`src/hdl/bta_pkg.sv`:
```
// shared constants, codes and request descriptor for the two-class block allocator
// no dependencies
`timescale 1ns / 1ps
`default_nettype none

package bta_pkg;

  localparam int HEAP_BYTES  = 65536;
  localparam int SMALL_BYTES = 32;
  localparam int LARGE_BYTES = 64;
  localparam int GRANULES    = HEAP_BYTES / SMALL_BYTES;

  localparam int GRAN_W   = $clog2(GRANULES);
  localparam int HEAD_W   = GRAN_W + 1;
  localparam int OFS_W    = $clog2(SMALL_BYTES);
  localparam int LIMIT_W  = 17;
  localparam int SIZE_W   = 16;
  localparam int HANDLE_W = 16;
  localparam int STATUS_W = 2;

  typedef enum logic [STATUS_W-1:0] {
    ST_OK        = 2'd0,
    ST_ZERO      = 2'd1,
    ST_TOO_BIG   = 2'd2,
    ST_EXHAUSTED = 2'd3
  } status_t;

  typedef enum logic [1:0] {
    K_NONE,
    K_ALLOC,
    K_PUSH
  } kind_t;

  typedef struct packed {
    kind_t             kind;
    logic              cls_small;
    logic [GRAN_W-1:0] granule;
    status_t           status;
  } req_t;

endpackage

`default_nettype wire

```
`src/hdl/bta_decode.sv`:
```
// request decoder: size class, early status and granule of a freed handle
// depends on bta_pkg
`timescale 1ns / 1ps
`default_nettype none

module bta_decode (
  input  wire logic                        opcode,
  input  wire logic [bta_pkg::SIZE_W-1:0]   request_size,
  input  wire logic [bta_pkg::HANDLE_W-1:0] handle_in,
  input  wire logic                        handle_present,
  output bta_pkg::req_t                    req
);

  always_comb begin
    req.kind      = bta_pkg::K_NONE;
    req.cls_small = 1'b0;
    req.granule   = handle_in[bta_pkg::HANDLE_W-1:bta_pkg::OFS_W];
    req.status    = bta_pkg::ST_OK;
    if (!opcode) begin
      if (request_size == '0) begin
        req.status = bta_pkg::ST_ZERO;
      end else if (request_size <= bta_pkg::SIZE_W'(bta_pkg::SMALL_BYTES)) begin
        req.kind      = bta_pkg::K_ALLOC;
        req.cls_small = 1'b1;
      end else if (request_size <= bta_pkg::SIZE_W'(bta_pkg::LARGE_BYTES)) begin
        req.kind = bta_pkg::K_ALLOC;
      end else begin
        req.status = bta_pkg::ST_TOO_BIG;
      end
    end else if (handle_present) begin
      req.kind      = bta_pkg::K_PUSH;
      req.cls_small = handle_in[0];
    end
  end

endmodule

`default_nettype wire

```
`config.mk`:
```
export PLATFORM = sky130hd
export DESIGN_NAME = bta_decode
export DESIGN_NICKNAME = d
export VERILOG_FILES = /design/src/hdl/bta_pkg.sv /design/src/hdl/bta_decode.sv
export SDC_FILE = /design/constraint.sdc
export NUM_CORES = 1
export LEC_CHECK = 0
export BUFFER_PORTS_ARGS = -buffer_cell sky130_fd_sc_hd__buf_2
export CORE_AREA = 3 3 40 42
export DETAILED_ROUTE_END_ITERATION = 6
export DIE_AREA = 0 0 43 45
export PLACE_DENSITY = 0.6
export SLEW_MARGIN = 10
export SYNTH_ARGS = -nofsm -noshare
export SYNTH_HDL_FRONTEND = slang
export SYNTH_SLANG_ARGS = --single-unit
```
`constraint.sdc`:
```
create_clock -name vclk -period 1.5
set_clock_uncertainty 0.1 [all_clocks]
set_input_delay 0 -clock vclk [all_inputs]
set_output_delay 0 -clock vclk [all_outputs]
set_load 0.005 [all_outputs]
```
==> results of run 1 <==
## path summary, 6_finish.rpt
check | depth (start not counted) | from | slack [ps] | to
hold / removal | 4 | handle_in[0] | 170 | req[13]
setup / recovery | 5 | request_size[0] | 180 | req[1]
## worst max-delay path, stage by stage
cell and delay [ps]:
buf_2 90, or4_4 560, o31a_1 280, o21ba_1 170, buf_2 120
## where the power goes
group          leakage (nW)  internal, mW  switching (mW)
combinational         0.171        0.0461          0.0253
sequential                0             0               0
clock                     0             0               0
## stage by stage
step                worst slack, ps  hold WS [ps]  total power, mW  instance area [µm²]  utilization
detailed placement              170          -100           0.0453                  254        0.198
floorplan                       413         -76.0           0.0367                  198            -
CTS                             168           175           0.0721                  364        0.283
finish                          178           174           0.0714                  364        0.283
global placement                177          -100           0.0445                  254        0.198
global route                    113           199           0.0800                  364        0.283
## routing by layer
| metal | share of wire | vias up |
|---|---|---|
| li1 | - | 143 |
| met1 | 0.28 | 116 |
| met2 | 0.53 | 23 |
| met3 | 0.19 | 0 |
| met4 | 0 | 0 |
| met5 | 0 | - |
## cells in the mapped netlist (all sizes together)
master,number
o21ba,1
nor3,2
o31a,1
buf,11
nand4,1
or4,1
o21a,1
o31ai,1
nor4,4
nand3,1
nand2,1
and2,1
nor2,2
## area by class of cell
cell class,count,share of cell area
repair buffers,35,0.632
multi-input cells,17,0.316
well taps,15,0.0515
## cell families after synthesis
kind of cell           after synthesis  synth area share
AND/OR/NAND/NOR                     13             0.411
buffers and inverters               11             0.418
AO/OA/AOI/OAI                        4             0.171
## what timing repair did
item / CTS / global route
setup endpoints to repair: 0 / 0
hold buffers: 11 / 0
hold endpoints to repair: 11 / 0
==> flow_summary_export.csv, run 1 <==
group,metric,value,unit
sta,period_minus_slack,1320,ps
route,ant_nets,0,
sta,finalMaxSlewViolations,0,
worst_setup_path,arrival,1220,ps
worst_setup_path,end_kind,"primary output",
global_route,grtUsageMet2,0.135,
floorplan,die-height,45,µm
final_layout,syn_to_final_growth,84.2,%
synth,syn_inst,28,
sta,fin_tns_setup,0,ps
final_layout,layout.cells.non_filler,67,
synth,synth_area_per_cell,7.06,µm²
clocking,post_cts_resized,0,
synth,synth_top_area_share,0.418,
final_layout,nNetsFinal,88,
sta,rsz0062_at_grt,"false",
synth,syn_nets,62,
floorplan,io_pins,50,
floorplan,core,0.00128,mm²
route,firstDrtPassIters,2,
sta,worstMarginPinSlew,325,ps
clocking,post-cts-setup-buffers,0,
route,drtIter0Drc,2,
synth,synth.distinct_cells,14,
worst_setup_path,worstPathRequired,1400,ps
final_layout,post_route_cells_drive_above_1_share,0.500,
worst_setup_path,critPathLaunchType,"primary input",
route,wirelength,686,µm
pwr,powerDensity,196,mW/mm²
route,avgViaCountPerCell,4.21,
synth,synth_top_cell_by_area,"buf_4",
outcome,status,"completed",
placement,port_buffers,24,
sta,setup_violations,0,
final_layout,layout_common_cells,"24 x buf_2, 11 x dlygate4sd3_1, 3 x nor4_1",
synth,synth_warnings,0,
global_route,antenna_found_initial,0,
placement,numPlacedInstances,56,
min_path,hold_path_class,"primary input to primary output",
global_route,grtUsageMet1,0.0619,
sta,max_freq,757,MHz
floorplan,initial_utilization,0.154,
final_layout,n_clock_buffer,0,
global_route,grt_busiest_layer,"met2",
synth,synth_area_leaders,"buf_4 42%, nor4_1 9.5%, nor4_2 6.3%",
final_layout,n_sequential_cell,0,
worst_setup_path,crit_type,"primary input to primary output",
floorplan,dieArea,0.00194,mm²
global_route,grt_pass1_vias,252,
synth,seq_area_frac_synth,0,
route,routedWlPerCell,10.2,µm
sta,fin_crit_sh,0.881,
global_route,grt.total_usage,0.0622,
synth,syn_area,198,µm²
final_layout,final_common_cell,"buf_2",
sta,hold_violations,0,
route,via_count,282,
pwr,vdd_drop_max,39.3,µV
worst_setup_path,critPathMaxFanout,5,
final_layout,multi_input_area,115,µm²
pwr,power_leakage,0.171,nW
route,drc,0,
global_route,grt_max_degree,6,
final_layout,fillers,150,
final_layout,register_area,0,µm²
floorplan,rows,13,
global_route,use_met3,0.0159,
placement,gp_congestion,0.742,
job,maxCapViolCount,0,
sta,slew_headroom,0.781,
global_route,grt_pass1_wl,1000,µm
global_route,gr-total-overflow,0,
floorplan,die_x,43,µm
final_layout,antenna_cells,0,
Power figures use the tool's default switching activity.
==> run 2: changes to the inputs <==
--- a/config.mk
+++ b/config.mk
@@ -9,8 +9,9 @@
 export CORE_AREA = 3 3 40 42
 export DETAILED_ROUTE_END_ITERATION = 6
 export DIE_AREA = 0 0 43 45
-export PLACE_DENSITY = 0.6
-export SLEW_MARGIN = 10
+export PLACE_DENSITY_LB_ADDON = 0.1
+export SETUP_SLACK_MARGIN = 0.4
+export SLEW_MARGIN = 25
 export SYNTH_ARGS = -nofsm -noshare
 export SYNTH_HDL_FRONTEND = slang
 export SYNTH_SLANG_ARGS = --single-unit
==> flow_summary_export.csv, run 2 (synthesis gave the netlist of run 1 again) <==
group,metric,value,unit
sta,finalMaxSlewViolations,0,
final_layout,stdcell_area,377,µm²
route,highest_layer,"met3",
global_route,grt_max_degree,6,
route,wirelength,720,µm
sta,slew_headroom,0.772,
floorplan,die_x,43,µm
route,ant_nets,0,
floorplan,initial_utilization,0.154,
worst_setup_path,slowest_delay,560,ps
pwr,power_leakage,0.174,nW
outcome,status,"completed",
global_route,gr-total-overflow,0,
route,route.met3.wl,137,µm
final_layout,post_route_cells_drive_above_1_share,0.519,
worst_setup_path,arrival,1220,ps
route,routedWlPerCell,10.7,µm
pwr,powerDensity,199,mW/mm²
floorplan,die-height,45,µm
final_layout,fillers,147,
route,met1_length,269,µm
sta,setup_ws,182,ps
route,wl_met2,313,µm
floorplan,core,0.00128,mm²
worst_setup_path,path_buf_inv,2,
worst_setup_path,worstPathRequired,1400,ps
global_route,grt_pass1_vias,237,
worst_setup_path,crit_chain,"buf_6, or4_4, o31a_1, o21ba_1, buf_2",
worst_setup_path,startpoint,"request_size[0]",
floorplan,rows,13,
final_layout,layout_common_cells,"23 x buf_2, 11 x dlygate4sd3_1",
sta,worstMarginPinSlew,339,ps
sta,hold_violations,0,
final_layout,layout.cells.non_filler,67,
route,drtIter0Drc,1,
job,maxCapViolCount,0,
placement,dp_hpwl,546,µm
worst_setup_path,crit_type,"primary input to primary output",
route,avgViaCountPerCell,4.16,
worst_setup_path,cp_slowest_cell,"or4_4",
final_layout,register_area,0,µm²
final_layout,syn_to_final_growth,90.5,%
worst_setup_path,critPathLaunchType,"primary input",
route,drc,0,
sta,rsz0062_at_grt,"true",
worst_setup_path,critical-path-top-delay-family,"simple AND/OR/NAND/NOR gates",
worst_setup_path,end_kind,"primary output",
final_layout,n_clock_buffer,0,
sta,fin_tns_setup,0,ps
placement,dp_slack,170,ps
floorplan,dieArea,0.00194,mm²
sta,fin_crit_sh,0.879,
placement,port_buffers,24,
placement,numPlacedInstances,56,
min_path,hold_path_class,"primary input to primary output",
min_path,hp-start,"opcode",
pwr,vdd_drop_max,46.1,µV
final_layout,antenna_cells,0,
sta,setup_violations,0,
final_layout,n_sequential_cell,0,
floorplan,io_pins,50,
sta,hold_ws,169,ps
sta,max_freq,759,MHz
placement,placed_cell_area,254,µm²
final_layout,final_common_cell,"buf_2",
placement,gp_congestion,0.646,
global_route,antenna_found_initial,0,
global_route,grt.total_usage,0.0580,
sta,period_minus_slack,1320,ps
worst_setup_path,critPathMaxFanout,5,
route,via_count,279,
global_route,grt_pass1_wl,938,µm
route,firstDrtPassIters,2,
final_layout,nNetsFinal,88,
[run 2: cell counts in the layout (fill, tap and decap cells not counted)]
Identical to the previous run, type by type.
[run 2: path summary, 6_finish.rpt]
path	to	depth (start not counted)	slack (ps)
setup / recovery	req[1]	5	180
hold / removal	req[14]	3	170
[run 2: power breakdown]
part           internal, mW  switching [mW]  total [mW]
sequential                0               0           0
clock                     0               0           0
combinational        0.0480          0.0268      0.0749
[run 2: stage by stage]
stage          total power, mW   util
4_1_cts                 0.0746  0.288
5_1_grt                 0.0817  0.293
6_report                0.0749  0.293
3_3_place_gp            0.0447  0.198
2_1_floorplan           0.0367      -
3_5_place_dp            0.0459  0.198
[run 2: timing repair]
action,CTS,global route
buffers inserted,0,0
gates cloned,0,0
resized for setup,1,1
setup endpoints to repair,4,4
hold buffers,11,0
pin swaps,2,1
hold endpoints to repair,11,0
[run 2: final cells by class]
type                       instances  area (µm²)  area share
timing repair buffer              35         236       0.628
multi-input combinational         17         121       0.322
tap                               15        18.8      0.0498
[run 2: layer usage]
metal / up-vias / GRT usage
met4: 0 / 0
li1: 142 / -
met5: - / 0
met1: 108 / 0.0857
met3: 0 / 0
met2: 29 / 0.102
==> run 3: changes to the inputs <==
--- a/config.mk
+++ b/config.mk
@@ -5,6 +5,7 @@
 export SDC_FILE = /design/constraint.sdc
 export NUM_CORES = 1
 export LEC_CHECK = 0
+export ABC_AREA = 1
 export BUFFER_PORTS_ARGS = -buffer_cell sky130_fd_sc_hd__buf_2
 export CORE_AREA = 3 3 40 42
 export DETAILED_ROUTE_END_ITERATION = 6
==> flow_summary_export.csv, run 3 <==
group,metric,value,unit
sta,finalMaxSlewViolations,0,
sta,setup_ws,609,ps
route,via_count,330,
route,avgViaCountPerCell,3.88,
final_layout,syn_to_final_growth,71.5,%
sta,setup_violations,0,
sta,worstMarginPinSlew,150,ps
route,drc,0,
worst_setup_path,crit_type,"primary input to primary output",
route,ant_nets,0,
global_route,grt.total_usage,0.0572,
worst_setup_path,worstPathRequired,1400,ps
synth,synth_area_leaders,"buf_4 35%, nand2_1 21%, nor2_1 18%",
placement,numPlacedInstances,74,
pwr,power_leakage,0.216,nW
route,firstDrtPassIters,2,
placement,dp_hpwl,519,µm
synth,synth_common_cells,"13 x nand2_1, 11 x buf_4, 11 x nor2_1, 3 x inv_1, 3 x nand3_1",
floorplan,core,0.00128,mm²
synth,synth_warnings,0,
synth,synth_top_cell_by_area,"buf_4",
final_layout,n_sequential_cell,0,
placement,placed_cell_area,289,µm²
min_path,hold_path_class,"primary input to primary output",
sta,hold_violations,0,
final_layout,register_area,0,µm²
final_layout,post_route_cells_drive_above_1_share,0.357,
synth,synth.distinct_cells,10,
global_route,grt_pass1_vias,268,
pwr,vdd_drop_max,56.1,µV
worst_setup_path,critPathMaxFanout,2,
sta,slew_headroom,0.899,
floorplan,die_x,43,µm
synth,syn_nets,80,
route,wirelength,653,µm
global_route,gr-total-overflow,0,
worst_setup_path,arrival,790,ps
final_layout,final_common_cell,"buf_2",
floorplan,rows,13,
pwr,powerDensity,185,mW/mm²
worst_setup_path,startpoint,"request_size[2]",
sta,fin_tns_setup,0,ps
floorplan,initial_utilization,0.181,
synth,syn_area,233,µm²
final_layout,multi_input_area,139,µm²
global_route,antenna_found_initial,0,
synth,seq_area_frac_synth,0,
synth,synth_most_common_cell,"nand2_1",
sta,rsz0062_at_grt,"false",
worst_setup_path,end_kind,"primary output",
final_layout,n_clock_buffer,0,
route,routedWlPerCell,7.68,µm
final_layout,nNetsFinal,106,
global_route,grt_pass1_wl,938,µm
final_layout,fillers,151,
floorplan,dieArea,0.00194,mm²
route,drtIter0Drc,1,
worst_setup_path,endpoint,"req[14]",
outcome,status,"completed",
synth,synth_area_per_cell,5.06,µm²
min_path,whs_path_depth,4,
final_layout,layout.cells.non_filler,85,
floorplan,die-height,45,µm
synth,syn_inst,46,
worst_setup_path,critPathLaunchType,"primary input",
placement,gp_congestion,0.672,
synth,synth_top_area_share,0.355,
pwr,total_power,0.0737,mW
sta,fin_crit_sh,0.594,
final_layout,layout_common_cells,"24 x buf_2, 13 x nand2_1, 11 x nor2_1, 11 x dlygate4sd3_1",
global_route,grt_max_degree,7,
placement,dp_slack,587,ps
sta,max_freq,1120,MHz
final_layout,antenna_cells,0,
final_layout,stdcell_area,399,µm²
placement,port_buffers,24,
floorplan,io_pins,50,
job,maxCapViolCount,0,
clocking,post_cts_resized,0,
sta,period_minus_slack,891,ps
## run 3: cell types whose count changed after synthesis, moves of 2 or more
cell     delta
nand2_1    +12
nor4_1      -3
inv_1       +3
nor2_1      +9
nand3_1     +2
## run 3: how the worst min path moves through the flow
| stage | endpoint | start |
|---|---|---|
| after floorplan | req[1] | opcode |
| after global placement | req[11] | handle_in[14] |
| after detailed placement | req[11] | handle_in[14] |
| after CTS | req[13] | handle_in[0] |
| after global routing | req[0] | opcode |
| final | req[13] | handle_in[0] |
## run 3: per-layer routing
layer | wire, µm | part of all wire | vias to the layer above | GRT usage
li1 | - | - | 180 | -
met5 | 0 | 0 | - | 0
met3 | 139 | 0.21 | 0 | 0.0120
met2 | 299 | 0.46 | 27 | 0.117
met1 | 215 | 0.33 | 123 | 0.0643
met4 | 0 | 0 | 0 | 0
## run 3: logic make-up (layout without fill, tap and decap cells)
kind of cell	Yosys count	count (layout)	synth area share
compound gates	2	2	0.0484
buf+inv	14	38	0.403
simple gates	30	30	0.548
## run 3: worst max-delay path, cell delays in order
cell and delay [ps]:
buf_2 90, nor2_1 120, nand2_1 90, nor2_1 150, a21oi_1 90, nor2b_1 130, buf_2 120
## run 3: per-stage QoR
stage	util	hold slack [ps]
global route	0.311	188
detailed placement	0.225	-100
finish	0.311	167
global placement	0.225	-100
floorplan	-	-72.2
CTS	0.311	170
## run 3: area by class of cell
cell class / count / area share
multi-input combinational: 32 / 0.348
tap: 15 / 0.0470
timing repair buffer: 35 / 0.577
inverter: 3 / 0.0282
## run 3: repair_timing
item / in CTS / in global routing
hold buffers: 11 / 0
endpoints found under the hold margin: 11 / 0
buffers inserted: 0 / 0
## run 3: report_power, final
group | internal [mW] | total, mW | switching [mW] | leakage, nW
logic | 0.0457 | 0.0737 | 0.0279 | 0.216
registers | 0 | 0 | 0 | 0
clock network | 0 | 0 | 0 | 0
